--- src/rtl/assert_macros.svh ---
// Assertion macros shared by the UTF-16 to UTF-8 encoder RTL.
// Depends on nothing; pulled in by the top level with `include.
`ifndef ASSERT_MACROS_SVH
`define ASSERT_MACROS_SVH

// Same-cycle implication, disabled while reset is high
`define ASSERT_IMPLIES(label, clk, rst, ante, cons, msg) \
   label: assert property (@(posedge clk) disable iff (rst) (ante) |-> (cons)) \
      else $error(msg);

// Next-cycle implication, disabled while reset is high
`define ASSERT_NEXT(label, clk, rst, ante, cons, msg) \
   label: assert property (@(posedge clk) disable iff (rst) (ante) |=> (cons)) \
      else $error(msg);

`endif

--- src/rtl/u16u8_pkg.sv ---
// Shared types, constants and the UTF-8 byte builder for the encoder.
// No dependencies; used by the interfaces and all encoder modules.
package u16u8_pkg;

   localparam int UNIT_W         = 16;
   localparam int CAP_W          = 21;
   localparam int CP_W           = 21;
   localparam int BYTE_W         = 8;
   localparam int LEN_W          = 20;
   localparam int NB_W           = 3;
   localparam int COUNT_BITS_DEF = 20;
   localparam int QUEUE_DEPTH_DEF = 4;

   localparam logic [CAP_W-1:0] CAP_RESET   = 21'd1024;
   localparam logic [CP_W-1:0]  REPLACEMENT = 21'h00FFFD;
   localparam logic [CP_W-1:0]  PAIR_BASE   = 21'h010000;
   localparam logic [5:0]       SUR_HIGH_TAG = 6'b110110;
   localparam logic [5:0]       SUR_LOW_TAG  = 6'b110111;
   localparam logic [NB_W-1:0]  REPL_BYTES   = 3'd3;

   // One queue entry: everything one item sends out
   typedef struct packed {
      logic             repl_en;   // held surrogate goes out as U+FFFD first
      logic [CP_W-1:0]  cp;        // main character
      logic [NB_W-1:0]  nbytes;    // its byte count, zero if not sent
      logic             term;      // close the string
      logic [LEN_W-1:0] tlen;      // byte count carried by the terminator
   } entry_type;

   typedef struct packed {
      logic      avail;
      entry_type entry;
   } q_head_type;

   typedef enum logic [1:0] {
      BK_IDLE,
      BK_REPL,
      BK_CHAR,
      BK_TERM
   } back_state_type;

   // Byte idx (from the lead byte) of the UTF-8 form of cp, nbytes long
   function automatic logic [BYTE_W-1:0] utf8_byte(
      input logic [CP_W-1:0] cp,
      input logic [NB_W-1:0] nbytes,
      input logic [1:0]      idx
   );
      logic [BYTE_W-1:0] b;
      b = '0;
      unique case (nbytes)
         3'd2: begin
            b = (idx == 2'd0) ? {3'b110, cp[10:6]} : {2'b10, cp[5:0]};
         end
         3'd3: begin
            unique case (idx)
               2'd0:    b = {4'b1110, cp[15:12]};
               2'd1:    b = {2'b10, cp[11:6]};
               default: b = {2'b10, cp[5:0]};
            endcase
         end
         3'd4: begin
            unique case (idx)
               2'd0:    b = {5'b11110, cp[20:18]};
               2'd1:    b = {2'b10, cp[17:12]};
               2'd2:    b = {2'b10, cp[11:6]};
               default: b = {2'b10, cp[5:0]};
            endcase
         end
         default: begin
            b = cp[7:0];
         end
      endcase
      return b;
   endfunction

endpackage

--- src/rtl/u16u8_if.sv ---
// Channel interfaces of the encoder: code units in, bytes out, capacity write.
// Depends on u16u8_pkg for field widths.
interface u16u8_req_if;
   logic                        valid;
   logic                        ready;
   logic [u16u8_pkg::UNIT_W-1:0] code_unit;
   logic                        unit_present;
   logic                        last_unit;
   modport source(output valid, code_unit, unit_present, last_unit, input ready);
   modport sink(input valid, code_unit, unit_present, last_unit, output ready);
endinterface

interface u16u8_rsp_if;
   logic                         valid;
   logic                         ready;
   logic [u16u8_pkg::BYTE_W-1:0] data_byte;
   logic                         is_terminator;
   logic [u16u8_pkg::LEN_W-1:0]  total_length;
   logic                         last_of_run;
   modport source(output valid, data_byte, is_terminator, total_length, last_of_run,
                  input ready);
   modport sink(input valid, data_byte, is_terminator, total_length, last_of_run,
                output ready);
endinterface

interface u16u8_csr_if;
   logic                        valid;
   logic                        ready;
   logic [u16u8_pkg::CAP_W-1:0] buffer_capacity;
   modport source(output valid, buffer_capacity, input ready);
   modport sink(input valid, buffer_capacity, output ready);
endinterface

--- src/rtl/u16u8_front.sv ---
// Front end: accepts code units, pairs surrogates, checks capacity, keeps counts.
// Depends on u16u8_pkg and u16u8_if; feeds u16u8_queue.
module u16u8_front #(
   parameter int COUNT_BITS = u16u8_pkg::COUNT_BITS_DEF
) (
   input  logic                 clock,
   input  logic                 reset,
   u16u8_csr_if.sink            csr_ch,
   u16u8_req_if.sink            req_ch,
   input  logic                 q_full,
   output logic                 push,
   output u16u8_pkg::entry_type push_entry
);

   localparam int SUMW = (COUNT_BITS + 1 > u16u8_pkg::CAP_W) ? COUNT_BITS + 1
                                                             : u16u8_pkg::CAP_W;
   localparam int LW   = (COUNT_BITS > u16u8_pkg::LEN_W) ? COUNT_BITS : u16u8_pkg::LEN_W;
   localparam logic [SUMW-1:0] CAP_LIMIT = SUMW'(1) << COUNT_BITS;

   logic [u16u8_pkg::CAP_W-1:0] cap_ff;
   logic                        pending_ff, pending_in;
   logic [9:0]                  held_ff, held_in;
   logic [COUNT_BITS-1:0]       bw_ff, bw_in;
   logic                        stop_ff, stop_in;

   logic                            accept, present, last, is_high, is_low;
   logic                            pair, repl_req, hold_new, main_req;
   logic [u16u8_pkg::CP_W-1:0]      pair_cp, cp_main;
   logic [u16u8_pkg::NB_W-1:0]      nb, nb_plus;
   logic [SUMW-1:0]                 cap_ext, cap_eff, bw_ext, s_a, s_b, s_ab, s_main, bw_new;
   logic                            fit_a, stop_a, fit_b, stop_b;
   logic [LW-1:0]                   tl_ext;

   // Capacity register, writes taken at any time
   assign csr_ch.ready = 1'b1;

   always_ff @(posedge clock) begin
      if (reset) begin
         cap_ff <= u16u8_pkg::CAP_RESET;
      end else if (csr_ch.valid) begin
         cap_ff <= csr_ch.buffer_capacity;
      end
   end

   // Classify the unit
   assign req_ch.ready = !q_full;
   assign accept  = req_ch.valid && req_ch.ready;
   assign present = req_ch.unit_present;
   assign last    = req_ch.last_unit;
   assign is_high = (req_ch.code_unit[15:10] == u16u8_pkg::SUR_HIGH_TAG);
   assign is_low  = (req_ch.code_unit[15:10] == u16u8_pkg::SUR_LOW_TAG);

   assign pair     = present && pending_ff && is_low;
   assign repl_req = pending_ff && !pair && (present || last);
   assign hold_new = present && !pair && is_high && !last;
   assign main_req = present && !hold_new;

   assign pair_cp = u16u8_pkg::PAIR_BASE + {1'b0, held_ff, req_ch.code_unit[9:0]};

   always_comb begin
      if (pair) begin
         cp_main = pair_cp;
      end else if (is_high || is_low) begin
         cp_main = u16u8_pkg::REPLACEMENT;
      end else begin
         cp_main = {5'd0, req_ch.code_unit};
      end
   end

   // UTF-8 length of the main character
   always_comb begin
      priority if (cp_main < 21'h80) begin
         nb = 3'd1;
      end else if (cp_main < 21'h800) begin
         nb = 3'd2;
      end else if (cp_main < 21'h10000) begin
         nb = 3'd3;
      end else begin
         nb = 3'd4;
      end
   end

   // Capacity checks, one byte kept back for the terminator
   assign cap_ext = SUMW'(cap_ff);
   assign cap_eff = (cap_ext < CAP_LIMIT) ? cap_ext : CAP_LIMIT;
   assign bw_ext  = SUMW'(bw_ff);
   assign nb_plus = nb + u16u8_pkg::REPL_BYTES;
   assign s_a     = bw_ext + SUMW'(u16u8_pkg::REPL_BYTES);
   assign s_b     = bw_ext + SUMW'(nb);
   assign s_ab    = bw_ext + SUMW'(nb_plus);

   assign fit_a  = repl_req && !stop_ff && (s_a < cap_eff);
   assign stop_a = stop_ff || (repl_req && !fit_a);
   assign s_main = fit_a ? s_ab : s_b;
   assign fit_b  = main_req && !stop_a && (s_main < cap_eff);
   assign stop_b = stop_a || (main_req && !fit_b);

   always_comb begin
      if (fit_b) begin
         bw_new = s_main;
      end else if (fit_a) begin
         bw_new = s_a;
      end else begin
         bw_new = bw_ext;
      end
   end

   // Queue entry for this item
   assign tl_ext = LW'(COUNT_BITS'(bw_new));
   assign push   = accept && (fit_a || fit_b || last);

   always_comb begin
      push_entry.repl_en = fit_a;
      push_entry.cp      = cp_main;
      push_entry.nbytes  = fit_b ? nb : 3'd0;
      push_entry.term    = last;
      push_entry.tlen    = tl_ext[u16u8_pkg::LEN_W-1:0];
   end

   // String state, cleared by the end of each string
   always_comb begin
      pending_in = pending_ff;
      held_in    = held_ff;
      bw_in      = bw_ff;
      stop_in    = stop_ff;
      if (accept) begin
         if (last) begin
            pending_in = 1'b0;
            bw_in      = '0;
            stop_in    = 1'b0;
         end else if (present) begin
            pending_in = hold_new;
            bw_in      = COUNT_BITS'(bw_new);
            stop_in    = stop_b;
            if (hold_new) begin
               held_in = req_ch.code_unit[9:0];
            end
         end
      end
   end

   always_ff @(posedge clock) begin
      if (reset) begin
         pending_ff <= 1'b0;
         held_ff    <= '0;
         bw_ff      <= '0;
         stop_ff    <= 1'b0;
      end else begin
         pending_ff <= pending_in;
         held_ff    <= held_in;
         bw_ff      <= bw_in;
         stop_ff    <= stop_in;
      end
   end

endmodule

--- src/rtl/u16u8_queue.sv ---
// Small FIFO of work entries between the front and back ends.
// Depends on u16u8_pkg for the entry type.
module u16u8_queue #(
   parameter int DEPTH = u16u8_pkg::QUEUE_DEPTH_DEF
) (
   input  logic                  clock,
   input  logic                  reset,
   input  logic                  push,
   input  u16u8_pkg::entry_type  push_entry,
   input  logic                  pop,
   output logic                  full,
   output u16u8_pkg::q_head_type head
);

   localparam int PW = (DEPTH > 1) ? $clog2(DEPTH) : 1;
   localparam int CW = $clog2(DEPTH + 1);

   u16u8_pkg::entry_type slots_ff [DEPTH];
   logic [PW-1:0] wr_ptr_ff, wr_ptr_in, rd_ptr_ff, rd_ptr_in;
   logic [CW-1:0] count_ff, count_in;
   logic          do_pop;

   assign full       = (count_ff == CW'(DEPTH));
   assign head.avail = (count_ff != '0);
   assign head.entry = slots_ff[rd_ptr_ff];
   assign do_pop     = pop && head.avail;

   // Advance pointers with wrap at the depth
   always_comb begin
      wr_ptr_in = wr_ptr_ff;
      rd_ptr_in = rd_ptr_ff;
      count_in  = count_ff;
      if (push) begin
         wr_ptr_in = (wr_ptr_ff == PW'(DEPTH - 1)) ? '0 : wr_ptr_ff + PW'(1);
      end
      if (do_pop) begin
         rd_ptr_in = (rd_ptr_ff == PW'(DEPTH - 1)) ? '0 : rd_ptr_ff + PW'(1);
      end
      if (push && !do_pop) begin
         count_in = count_ff + CW'(1);
      end else if (do_pop && !push) begin
         count_in = count_ff - CW'(1);
      end
   end

   always_ff @(posedge clock) begin
      if (reset) begin
         wr_ptr_ff <= '0;
         rd_ptr_ff <= '0;
         count_ff  <= '0;
      end else begin
         wr_ptr_ff <= wr_ptr_in;
         rd_ptr_ff <= rd_ptr_in;
         count_ff  <= count_in;
      end
   end

   // Store the entry
   always_ff @(posedge clock) begin
      if (push) begin
         slots_ff[wr_ptr_ff] <= push_entry;
      end
   end

endmodule

--- src/rtl/u16u8_back.sv ---
// Back end: walks one queue entry out as UTF-8 bytes and the terminator.
// Depends on u16u8_pkg and u16u8_if; drains u16u8_queue.
module u16u8_back (
   input  logic                  clock,
   input  logic                  reset,
   input  u16u8_pkg::q_head_type head,
   output logic                  pop,
   u16u8_rsp_if.source           rsp_ch
);

   u16u8_pkg::back_state_type state_ff, state_in;
   u16u8_pkg::entry_type      entry_ff;
   logic [1:0]                idx_ff, idx_in;

   logic                           rsp_valid_ff;
   logic [u16u8_pkg::BYTE_W-1:0]   byte_ff;
   logic                           term_ff;
   logic [u16u8_pkg::LEN_W-1:0]    len_ff;
   logic                           last_ff;

   logic                           can_emit, step_last, ent_last;
   logic [u16u8_pkg::BYTE_W-1:0]   cur_byte;
   logic [1:0]                     char_end;

   assign char_end = 2'(entry_ff.nbytes - 3'd1);
   assign can_emit = (state_ff != u16u8_pkg::BK_IDLE) && (!rsp_valid_ff || rsp_ch.ready);

   // Current byte and end flags
   always_comb begin
      cur_byte  = '0;
      step_last = 1'b0;
      ent_last  = 1'b0;
      unique case (state_ff)
         u16u8_pkg::BK_REPL: begin
            cur_byte  = u16u8_pkg::utf8_byte(u16u8_pkg::REPLACEMENT,
                                             u16u8_pkg::REPL_BYTES, idx_ff);
            step_last = (idx_ff == 2'd2);
            ent_last  = step_last && (entry_ff.nbytes == 3'd0) && !entry_ff.term;
         end
         u16u8_pkg::BK_CHAR: begin
            cur_byte  = u16u8_pkg::utf8_byte(entry_ff.cp, entry_ff.nbytes, idx_ff);
            step_last = (idx_ff == char_end);
            ent_last  = step_last && !entry_ff.term;
         end
         u16u8_pkg::BK_TERM: begin
            step_last = 1'b1;
            ent_last  = 1'b1;
         end
         default: begin
            cur_byte = '0;
         end
      endcase
      pop = head.avail && ((state_ff == u16u8_pkg::BK_IDLE) || (can_emit && ent_last));
   end

   // Next state
   always_comb begin
      state_in = state_ff;
      idx_in   = idx_ff;
      if (pop) begin
         idx_in = '0;
         if (head.entry.repl_en) begin
            state_in = u16u8_pkg::BK_REPL;
         end else if (head.entry.nbytes != 3'd0) begin
            state_in = u16u8_pkg::BK_CHAR;
         end else begin
            state_in = u16u8_pkg::BK_TERM;
         end
      end else if (can_emit && step_last) begin
         idx_in = '0;
         unique case (state_ff)
            u16u8_pkg::BK_REPL: begin
               if (entry_ff.nbytes != 3'd0) begin
                  state_in = u16u8_pkg::BK_CHAR;
               end else if (entry_ff.term) begin
                  state_in = u16u8_pkg::BK_TERM;
               end else begin
                  state_in = u16u8_pkg::BK_IDLE;
               end
            end
            u16u8_pkg::BK_CHAR: begin
               state_in = entry_ff.term ? u16u8_pkg::BK_TERM : u16u8_pkg::BK_IDLE;
            end
            default: begin
               state_in = u16u8_pkg::BK_IDLE;
            end
         endcase
      end else if (can_emit) begin
         idx_in = idx_ff + 2'd1;
      end
   end

   always_ff @(posedge clock) begin
      if (reset) begin
         state_ff <= u16u8_pkg::BK_IDLE;
         idx_ff   <= '0;
      end else begin
         state_ff <= state_in;
         idx_ff   <= idx_in;
      end
   end

   // Hold the entry being sent
   always_ff @(posedge clock) begin
      if (pop) begin
         entry_ff <= head.entry;
      end
   end

   // Output register
   always_ff @(posedge clock) begin
      if (reset) begin
         rsp_valid_ff <= 1'b0;
      end else if (can_emit) begin
         rsp_valid_ff <= 1'b1;
      end else if (rsp_ch.ready) begin
         rsp_valid_ff <= 1'b0;
      end
   end

   always_ff @(posedge clock) begin
      if (can_emit) begin
         byte_ff <= cur_byte;
         term_ff <= (state_ff == u16u8_pkg::BK_TERM);
         len_ff  <= (state_ff == u16u8_pkg::BK_TERM) ? entry_ff.tlen : '0;
         last_ff <= ent_last;
      end
   end

   assign rsp_ch.valid         = rsp_valid_ff;
   assign rsp_ch.data_byte     = byte_ff;
   assign rsp_ch.is_terminator = term_ff;
   assign rsp_ch.total_length  = len_ff;
   assign rsp_ch.last_of_run   = last_ff;

endmodule

--- src/rtl/utf16_to_utf8_encoder.sv ---
// UTF-16 to UTF-8 encoder. A code unit is taken every cycle while the work
// queue (QUEUE_DEPTH entries) has room; the output sends one byte per cycle
// while the receiver is ready, so an item costs as many output slots as the results
// it causes, zero to seven. The byte-wide output register sets the sustained rate.
// Results pass through the work queue, the entry register and the output register. No clearing pass after reset.
// Depends on u16u8_pkg, u16u8_if, u16u8_front, u16u8_queue, u16u8_back.
`include "assert_macros.svh"

module utf16_to_utf8_encoder #(
   parameter int COUNT_BITS  = u16u8_pkg::COUNT_BITS_DEF,
   parameter int QUEUE_DEPTH = u16u8_pkg::QUEUE_DEPTH_DEF
) (
   input logic         clock,
   input logic         reset,
   u16u8_csr_if.sink   csr_ch,
   u16u8_req_if.sink   req_ch,
   u16u8_rsp_if.source rsp_ch
);

   logic                  q_full, push, pop;
   u16u8_pkg::entry_type  push_entry;
   u16u8_pkg::q_head_type head;

   // Accept and classify units
   u16u8_front #(
      .COUNT_BITS(COUNT_BITS)
   ) u_front (
      .clock      (clock),
      .reset      (reset),
      .csr_ch     (csr_ch),
      .req_ch     (req_ch),
      .q_full     (q_full),
      .push       (push),
      .push_entry (push_entry)
   );

   // Buffer work between the two ends
   u16u8_queue #(
      .DEPTH(QUEUE_DEPTH)
   ) u_queue (
      .clock      (clock),
      .reset      (reset),
      .push       (push),
      .push_entry (push_entry),
      .pop        (pop),
      .full       (q_full),
      .head       (head)
   );

   // Send bytes
   u16u8_back u_back (
      .clock  (clock),
      .reset  (reset),
      .head   (head),
      .pop    (pop),
      .rsp_ch (rsp_ch)
   );

   `ASSERT_IMPLIES(a_last_pushes, clock, reset,
      req_ch.valid && req_ch.ready && req_ch.last_unit, push,
      "string end did not queue a terminator")
   `ASSERT_IMPLIES(a_term_ends_run, clock, reset,
      rsp_ch.valid && rsp_ch.is_terminator,
      rsp_ch.last_of_run && (rsp_ch.data_byte == '0),
      "terminator is not a closing zero byte")
   `ASSERT_IMPLIES(a_data_len_zero, clock, reset,
      rsp_ch.valid && !rsp_ch.is_terminator, rsp_ch.total_length == '0,
      "data byte carries a length")
   `ASSERT_NEXT(a_rsp_hold, clock, reset,
      rsp_ch.valid && !rsp_ch.ready,
      rsp_ch.valid && $stable(rsp_ch.data_byte) && $stable(rsp_ch.is_terminator)
         && $stable(rsp_ch.total_length) && $stable(rsp_ch.last_of_run),
      "result changed while stalled")

endmodule

--- src/flat_wrapper.sv ---
// flat-port wrapper written by rule: the top's interface ports become plain ports
module utf16_to_utf8_encoder_flat 
#(
   parameter int COUNT_BITS  = u16u8_pkg::COUNT_BITS_DEF,
   parameter int QUEUE_DEPTH = u16u8_pkg::QUEUE_DEPTH_DEF
)
  (clock, reset, csr_ch_valid, csr_ch_buffer_capacity, csr_ch_ready, req_ch_valid, req_ch_code_unit, req_ch_unit_present, req_ch_last_unit, req_ch_ready, rsp_ch_valid, rsp_ch_data_byte, rsp_ch_is_terminator, rsp_ch_total_length, rsp_ch_last_of_run, rsp_ch_ready);
  u16u8_csr_if csr_ch_i ();
  u16u8_req_if req_ch_i ();
  u16u8_rsp_if rsp_ch_i ();
  input logic clock;
  input logic reset;
  input wire logic [$bits(csr_ch_i.valid)-1:0] csr_ch_valid;
  input wire logic [$bits(csr_ch_i.buffer_capacity)-1:0] csr_ch_buffer_capacity;
  output wire logic [$bits(csr_ch_i.ready)-1:0] csr_ch_ready;
  input wire logic [$bits(req_ch_i.valid)-1:0] req_ch_valid;
  input wire logic [$bits(req_ch_i.code_unit)-1:0] req_ch_code_unit;
  input wire logic [$bits(req_ch_i.unit_present)-1:0] req_ch_unit_present;
  input wire logic [$bits(req_ch_i.last_unit)-1:0] req_ch_last_unit;
  output wire logic [$bits(req_ch_i.ready)-1:0] req_ch_ready;
  output wire logic [$bits(rsp_ch_i.valid)-1:0] rsp_ch_valid;
  output wire logic [$bits(rsp_ch_i.data_byte)-1:0] rsp_ch_data_byte;
  output wire logic [$bits(rsp_ch_i.is_terminator)-1:0] rsp_ch_is_terminator;
  output wire logic [$bits(rsp_ch_i.total_length)-1:0] rsp_ch_total_length;
  output wire logic [$bits(rsp_ch_i.last_of_run)-1:0] rsp_ch_last_of_run;
  input wire logic [$bits(rsp_ch_i.ready)-1:0] rsp_ch_ready;
  assign csr_ch_i.valid = csr_ch_valid;
  assign csr_ch_i.buffer_capacity = csr_ch_buffer_capacity;
  assign csr_ch_ready = csr_ch_i.ready;
  assign req_ch_i.valid = req_ch_valid;
  assign req_ch_i.code_unit = req_ch_code_unit;
  assign req_ch_i.unit_present = req_ch_unit_present;
  assign req_ch_i.last_unit = req_ch_last_unit;
  assign req_ch_ready = req_ch_i.ready;
  assign rsp_ch_valid = rsp_ch_i.valid;
  assign rsp_ch_data_byte = rsp_ch_i.data_byte;
  assign rsp_ch_is_terminator = rsp_ch_i.is_terminator;
  assign rsp_ch_total_length = rsp_ch_i.total_length;
  assign rsp_ch_last_of_run = rsp_ch_i.last_of_run;
  assign rsp_ch_i.ready = rsp_ch_ready;
  utf16_to_utf8_encoder #(.COUNT_BITS(COUNT_BITS), .QUEUE_DEPTH(QUEUE_DEPTH)) u_core (.clock(clock), .reset(reset), .csr_ch(csr_ch_i), .req_ch(req_ch_i), .rsp_ch(rsp_ch_i));
endmodule
--- config.mk ---
export PLATFORM = sky130hd
export DESIGN_NAME = utf16_to_utf8_encoder_flat
export DESIGN_NICKNAME = d
export VERILOG_FILES = /design/src/rtl/u16u8_pkg.sv /design/src/rtl/u16u8_if.sv /design/src/rtl/u16u8_front.sv /design/src/rtl/u16u8_queue.sv /design/src/rtl/u16u8_back.sv /design/src/rtl/utf16_to_utf8_encoder.sv /design/src/flat_wrapper.sv
export VERILOG_INCLUDE_DIRS = /design/src /design/src/rtl
export SDC_FILE = /design/constraint.sdc
export NUM_CORES = 1
export LEC_CHECK = 0
export BUFFER_PORTS_ARGS = -buffer_cell sky130_fd_sc_hd__buf_2
export CORE_ASPECT_RATIO = 1.25
export CORE_MARGIN = 3
export CORE_UTILIZATION = 34
export DETAILED_ROUTE_END_ITERATION = 10
export PLACE_DENSITY = 0.47
export SYNTH_ARGS = -nofsm -noshare
export SYNTH_HDL_FRONTEND = slang
export SYNTH_HIERARCHICAL = 1
export SYNTH_SLANG_ARGS = --single-unit
--- constraint.sdc ---
create_clock -name clock -period 9.64 [get_ports clock]
set_input_delay 1.446 -clock clock [delete_from_list [all_inputs] [get_ports clock]]
set_output_delay 1.446 -clock clock [all_outputs]
set_load 0.05 [all_outputs]
# --- Word level (Yosys, flattened, before mapping) ---
# Memory sizes are Yosys's and may differ from the RTL's. A register that Yosys moved wholly into a read port is not among the register bits.
# Cells that the tools add are included.
op_classes:
  n_eq_ne: 14
  magnitude_cmp: 6
  bitwise: 1
  muxes: 41
  n_addsub: 11
  reduce_logical: 60
ops:
  columns: ["operator", "count"]
  rows:
  - ["$mux 20", 4]
  - ["$mux 21", 3]
  - ["$add 20x3->21", 2]
  - ["$lt 21x21->1", 2]
  - ["$pmux 7 s2", 2]
  - ["$logic_and 1x1->1", 26]
  - ["$pmux 8 s3", 1]
  - ["$add 17x20->21 const A", 1]
  - ["$add 20x2->21 const B", 1]
  - ["$lt 21x12->1 const B", 1]
  - ["$lt 21x17->1 const B", 1]
  - ["$lt 21x21->1 const B", 1]
  - ["$lt 21x8->1 const B", 1]
  - ["$pmux 7 s3", 1]
  - ["$mux 2", 9]
  - ["$mux 3", 6]
  - ["$mux 16", 1]
  - ["$pmux 8 s2", 1]
  - ["$eq 6x6->1 const B", 2]
  - ["$logic_not 1->1", 12]
  - ["$eq 2x2->1 const B", 5]
  - ["$reduce_bool 2->1", 5]
  - ["$mux 1", 9]
  - ["$reduce_bool 3->1", 3]
  - ["other kinds (19)", 33]
totals:
  inputBits: 44
  out_inout_bits: 33
  ramBits: 184
  reg_bits: 140
  word_cells: 153
  memories: 1
memory_table:
  columns: ["memory", "words", "word_bits", "rd", "rd_clocked_by_memory_dff", "wr", "line_no", "rtl"]
  rows:
  - ["u_core.u_queue.slots_ff", 4, 46, 1, 1, 1, "u16u8_queue.sv:18", "u16u8_pkg::entry_type slots_ff [DEPTH];"]

# --- Logic depth before layout (Yosys ltp) ---
# Gate-level depths: netlist of run 1.
depth:
  depth_word: 20
  ltp_mapped: 39
  ltp_nobuf: 36

# --- Hierarchy ---
# The synthesis of run 1 kept the hierarchy.
modules_own_cells:
  columns: ["mod", "seq_area_each_um2", "area_per_inst_um2", "n_inst", "cells_per_inst"]
  rows:
  - ["u16u8_queue", 5705.5, 7158.1, 1, 284]
  - ["u16u8_front", 1061.0, 4713.3, 1, 607]
  - ["u16u8_back", 2352.3, 3390.8, 1, 238]

# --- Least setup slack after synthesis of run 1 ---
# OpenSTA, ideal clock, no wires.
synth_timing:
  kind: "input port to flip-flop"
  from: "in req_ch_code_unit[11]"
  to: "mem u_core/u_queue/slots_ff[0][0] (netlist name) (enable)"
  stages: 25
  n_path_buf: 3
  setup_ns: 0.408
  arrival_time_ns: 7.904
  slack_ns: 1.328
  t_required_ns: 9.232
  cell_sequence: "nand4_1 or3_1 clkbuf_1 o21a_1 nor4b_1 nor2_1 a21oi_1 xnor2_1 ha_1 fa_1 a21o_1 nand2_1 nor3_1 nand3_1 xnor2_1 ha_1 and2_0 a221o_1 a2111oi_4 o211ai_4 buf_2 nor2_2 buf_2 o31a_1 and2_1"
synth_rtl:
  columns: ["element", "line_no", "rtl"]
  rows:
  - ["start, declared", "flat_wrapper.sv:17", "input wire logic [$bits(req_ch_i.code_unit)-1:0] req_ch_code_unit;"]
  - ["end, declared", "u16u8_queue.sv:18", null]

==> flow_summary.toml, run 1 <==
[status]
status = "completed"

[cells_and_area]
finalNonFillerCells = 1803
fin_area_um2 = 17480
area_delta_synth_final_pct = 14.54
drive_gt1_share_pct = 19.25
final_nets = 1314
diodes = 0

[synthesis]
synth_nets = 1239
yosysTopAreaCell = "edfxtp_1"
synth_edf_count = 259
yosysMostFrequentCell = "edfxtp_1"
syn_inst = 1129
yosys_most_used_dff = "edfxtp_1"
synth_seq_area_share_pct = 59.75
syn_area_per_cell_um2 = 13.52
yosysUniqueCellTypes = 86
synth_commonest_cells = "edfxtp_1, nand2_1, nor2_1, dfxtp_1, ha_1"
synthArstFlopShare_pct = 0
yosys_warnings = 6
ys_seq_elements = 326
yosys.area.top_type_share_pct = 50.96
yosys-top-cells-area = "edfxtp_1, dfxtp_1, mux4_2"
syn_area_um2 = 15260

[clock_tree]
cts_tree = "yes"
cts_made_buffers = 36
htreeDepth = 2
clkTransAtPathRegs_ns = 0.06
cts_resized = 0
numClockSinks = 326
root_buffer = "clkbuf_16"
max-clock-path-buffers = 3
clock_latency_ns = 0.54
cts_hold_buf = 0
post-cts-setup-buffers = 0

[global_routing]
grt_max_degree = 51
grt_first_pass_wirelength_mm = 55.85
overflow = 0
antenna_found_initial = 0
grt.total_usage_pct = 14.96
grt_pass1_vias = 9332

[critical_path]
crit_top_cell = "ha_1"
r2r_start = "u_core/u_front/bw_ff[0]"
start_kind = "flip-flop"
end_kind = "flip-flop"
max_stage_delay_ns = 0.61
required_ns = 10.11
cp.arrival_ns = 8.83
criticalPathCategory = "reg2reg"
crit_family = "simple AND/OR/NAND/NOR gates"
critPathMaxFanout = 12
crit_path_start = "u_core/u_front/bw_ff[0]"
path_buf_inv = 4
rrSetupSlack_ns = 1.27
crit_slowest_cell = "nor3_1"

[place]
post_dp_cell_area_um2 = 16220
port_buffers = 75
place.gp.congestion = 0.8179
dp_cells = 1738
hpwlAfterDp_mm = 24.11

[floorplanning]
ios = 77
initial_utilization_pct = 34.51
dieArea_um2 = 47480
rows = 86
die_h_um = 242.9
die_w_um = 195.5
core_um2 = 44220

[timing]
timing.final.max_slew_violations = 0
fin_tns_setup_ns = 0
whs_ns = 0.4585
fmax_mhz = 119.5
period_needed_ns = 8.366
fin_skew_ns = 0.01492
slew_headroom_pct = 22.89
hold_viol = 0
period_share_pct = 86.78
tightest_slew_ns = 1.157
setup_viol = 0
rsz0062_at_grt = "no"

[detailed_routing]
drt_wl_total_mm = 35.13
vias = 9147
antenna_left = 0
drtIter0Drc = 535
drc_errors = 0
drt-wirelength-per-cell_um = 19.49
detail_route.vias_per_cell = 5.073
dr.pass1.iters = 5

[run]
cap_viol_max_count = 0

[power_and_ir_drop]
power.leakage_nw = 6.219
ir_drop_uv = 204.2
power_w = 0.004451
power_density_nw_per_um2 = 254.6

[hold_path]
hp-class = "reg2reg"
hp-start = "u_core/u_front/held_ff[1]"
## through the flow
step	worst slack [ns]	utilization, %
floorplan	1.328	-
global placement	1.241	36.68
detailed placement	1.110	36.68
CTS	1.298	39.53
global route	0.6784	39.53
finish	1.274	39.53
## worst min-delay path: cells and delay by family (launching register included)
kind | cells | cell delay (ns)
AO/OA/AOI/OAI | 1 | 0.05
flip-flops | 1 | 0.31
AND/OR/NAND/NOR | 1 | 0.05
## worst paths after layout
| check | endpoint | depth (start not counted) |
|---|---|---|
| hold reg to reg | u_core/u_front/held_ff[1] | 2 |
| hold / removal | u_core/u_front/held_ff[1] | 2 |
| setup reg to reg | u_core/u_queue/count_ff[2] | 35 |
| setup / recovery | u_core/u_queue/count_ff[2] | 35 |
## cell usage in the layout (no fill, tap or decap), drive strengths merged, types with 24 or more instances in the layout
| master | count |
|---|---|
| edfxtp | 259 |
| and2 | 31 |
| mux2i | 28 |
| nor2 | 78 |
| buf | 96 |
| nand2 | 108 |
| clkbuf | 52 |
| o21ai | 25 |
| xor2 | 24 |
| inv | 24 |
| a21oi | 60 |
| ha | 64 |
| mux4 | 46 |
| dfxtp | 67 |
| xnor2 | 39 |
## sequential cells by signal (all words and copies together), names as in the netlist, 3 cells and up, named ones only
name,flops
u_core/u_front/cap_ext,21
u_core/u_back/rsp_ch.data_byte,8
u_core/u_front/bw_ff,20
u_core/u_queue/count_ff,3
u_core/u_queue/slots_ff,184
u_core/u_back/entry_ff,45
u_core/u_back/rsp_ch.total_length,20
u_core/u_front/held_ff,10
## metal layers
layer / track usage, % / up-vias / routed length [µm]
li1: - / 4393 / -
met1: 20.81 / 4571 / 16280
met2: 24.30 / 146 / 16940
met3: 2.888 / 37 / 1346
met4: 3.524 / 0 / 565
met5: 0 / - / 0
## area by class of cell
class                      instances  area [µm²]
fill                            4176       26740
timing repair buffer              96       545.5
clock inverter                    13       236.5
tap                              572       715.7
sequential                       326        9121
multi-input combinational        721        5752
inverter                          23       86.33
clock buffer                      52        1023
## cells by family after synthesis
kind of cell	after synthesis	share of synthesized area [%]
and+or+nand+nor	336	10.94
DFF	326	59.75
AOI/OAI and AO/OA	174	8.198
buffers and inverters	82	2.656
muxes	81	9.313
adders and majority gates	66	5.509
xor gates and xnor gates	63	3.615
other	1	0.02457
## power breakdown
group | internal, W | total (W) | switching (W)
sequential | 0.00183 | 0.00193 | 0.000101
clock | 0.000904 | 0.00146 | 0.000558
combinational | 0.000356 | 0.00106 | 0.000700
Note: power is estimated with default switching activity, not from simulation.
==> run 2: changes to the inputs <==
ABC_AREA = 1   (was unset)
HOLD_SLACK_MARGIN = 0.12   (was unset)
==> flow_summary.toml, run 2 <==
[status]
status = "completed"

[critical_path]
rrSetupSlack_ns = 1.75
end_kind = "flip-flop"
cp-endpoint = "u_core/u_queue/count_ff[2]"
reg2reg_depth = 40
crit_path_start = "u_core/u_front/bw_ff[10]"
crit_slowest_cell = "or4_1"
cp.arrival_ns = 8.34
start_kind = "flip-flop"
r2r_start = "u_core/u_front/bw_ff[10]"
criticalPathCategory = "reg2reg"
max_stage_delay_ns = 0.64
crit_top_cell = "nand2_1"
r2r-end = "u_core/u_queue/count_ff[2]"
required_ns = 10.09
critPathMaxFanout = 21

[cells_and_area]
diodes = 0
drive_gt1_share_pct = 11.83
area_delta_synth_final_pct = 12.81
final_cell_mix = "nand2_1, edfxtp_1, nor2_1, inv_1, o21ai_0"
fillers = 4565
fin_area_um2 = 17820
final_nets = 1776
top_register = "u_core/u_queue/slots_ff"
largest_register_ffs = 184
final_common_cell = "nand2_1"

[synthesis]
yosysTopAreaCell = "edfxtp_1"
yosys-top-cells-area = "edfxtp_1, dfxtp_1, nand2_1"
synth_nets = 1716
yosysUniqueCellTypes = 54
yosys_most_used_dff = "edfxtp_1"
syn_inst = 1606
yosysMostFrequentCell = "nand2_1"
yosys.area.top_type_share_pct = 49.24
synthArstFlopShare_pct = 0
synth_commonest_cells = "nand2_1, edfxtp_1, nor2_1, inv_1, o21ai_0"
yosys_warnings = 6
synth_edf_count = 259
syn_area_um2 = 15800
synth_seq_area_share_pct = 57.73
syn_area_per_cell_um2 = 9.836
ys_seq_elements = 326

[timing]
fin_tns_setup_ns = 0
hold_viol = 0
fin_skew_ns = 0.02140
period_share_pct = 81.83
slew_headroom_pct = 27.74
setup_viol = 0
period_needed_ns = 7.889
timing.final.max_slew_violations = 0
rsz0062_at_grt = "no"
tightest_slew_ns = 1.084
fmax_mhz = 126.8
fin_ws_ns = 1.751
whs_ns = 0.4568

[clock_tree]
clock_latency_ns = 0.54
cts_tree = "yes"
max-clock-path-buffers = 3
cts_resized = 0
cts_hold_buf = 0
root_buffer = "clkbuf_16"
cts_made_buffers = 36
clkTransAtPathRegs_ns = 0.06
numClockSinks = 326
htreeDepth = 2
post-cts-setup-buffers = 0

[global_routing]
overflow = 0
grt_max_degree = 81
grt_pass1_vias = 10905
grt_first_pass_wirelength_mm = 62.02
grt.total_usage_pct = 16.34
antenna_found_initial = 0

[detailed_routing]
drt-wirelength-per-cell_um = 17.46
drt_wl_total_mm = 39.62
drtIter0Drc = 566
dr.pass1.iters = 7
vias = 11140
antenna_left = 0
drc_errors = 0
detail_route.vias_per_cell = 4.910

[place]
hpwlAfterDp_mm = 27.32
place.gp.congestion = 0.9026
port_buffers = 75
dp_slack_ns = 1.802
post_dp_cell_area_um2 = 16670

[floorplanning]
die_w_um = 198.8
rows = 87
die_h_um = 247.0
core_um2 = 45500
initial_utilization_pct = 34.72
ios = 77
dieArea_um2 = 49100

[run]
cap_viol_max_count = 0

[power_and_ir_drop]
power_w = 0.004625
power_density_nw_per_um2 = 259.5
power.leakage_nw = 7.250
ir_drop_uv = 112.0

[hold_path]
hp-class = "reg2reg"
hold_depth = 2
## run 2: cell types whose count changed in the layout (fill, tap and decap cells not counted), sizes merged, moves of 13 or more
cell	before	now
mux4	46	0
inv	24	179
o22ai	3	46
nand2	108	288
o21ai	25	161
nand3	21	63
or2	15	2
nor2	78	208
nand4	14	29
mux2i	28	0
xnor2	39	1
## run 2: kinds of logic (layout without fill, tap and decap cells)
family | Yosys count | after routing | synth area share [%]
adders and majority gates | 66 | 66 | 5.323
buffers and inverters | 246 | 331 | 6.788
other | 1 | 1 | 0.02374
AOI/OAI and AO/OA | 297 | 297 | 10.27
and+or+nand+nor | 635 | 635 | 17.83
xor gates and xnor gates | 35 | 35 | 2.036
DFF | 326 | 326 | 57.73
## run 2: how the worst min path moves through the flow
stage,to,startpoint
after floorplan,u_core/u_front/held_ff[0],u_core/u_front/held_ff[0]
after global placement,u_core/u_front/cap_ext[10],u_core/u_front/cap_ext[10]
after detailed placement,u_core/u_front/cap_ext[10],u_core/u_front/cap_ext[10]
after CTS,u_core/u_front/cap_ext[10],u_core/u_front/cap_ext[10]
after global routing,u_core/u_front/held_ff[4],u_core/u_front/held_ff[4]
final,u_core/u_front/cap_ext[10],u_core/u_front/cap_ext[10]
## run 2: worst max-delay path, delay by kind of cell, from the launching register on
kind | cells | cell delay, ns
buf+inv | 8 | 1.05
xor+xnor | 1 | 0.23
simple gates | 20 | 3.23
compound gates | 6 | 1.28
fa+ha+maj | 5 | 1.54
flops | 1 | 0.39
## run 2: cell type report
class / instances / area, µm² / share of cell area (%)
Multi-Input combinational cell: 1034 / 5620 / 31.54
Inverter: 177 / 664.4 / 3.728
Tap cell: 578 / 723.2 / 4.058
Timing Repair Buffer: 91 / 545.5 / 3.061
Sequential cell: 326 / 9120 / 51.18
Clock inverter: 15 / 147.6 / 0.8285
Clock buffer: 48 / 998.5 / 5.603
## run 2: report_power, final
| group | total [W] | switching, W | leakage [nW] | internal (W) |
|---|---|---|---|---|
| clock | 0.00134 | 0.000555 | 0.557 | 0.000786 |
| combinational | 0.00132 | 0.000975 | 3.73 | 0.000342 |
| sequential | 0.00197 | 0.0000987 | 2.96 | 0.00187 |
| total | 0.00462 | 0.00163 | 7.25 | 0.00300 |
## run 2: per-layer routing
metal  track usage [%]  vias up  wire, µm
li1                  -     5587         -
met1             21.60     5248     17870
met2             27.29      238     18860
met3             3.189       67      1910
met4             4.777        0       977
met5                 0        -         0
## run 2: stage by stage
step | std cells | utilization, %
2_1_floorplan | 1606 | -
3_3_place_gp | 2206 | 36.64
3_5_place_dp | 2206 | 36.64
4_1_cts | 2269 | 39.16
5_1_grt | 2269 | 39.16
6_report | 2269 | 39.16
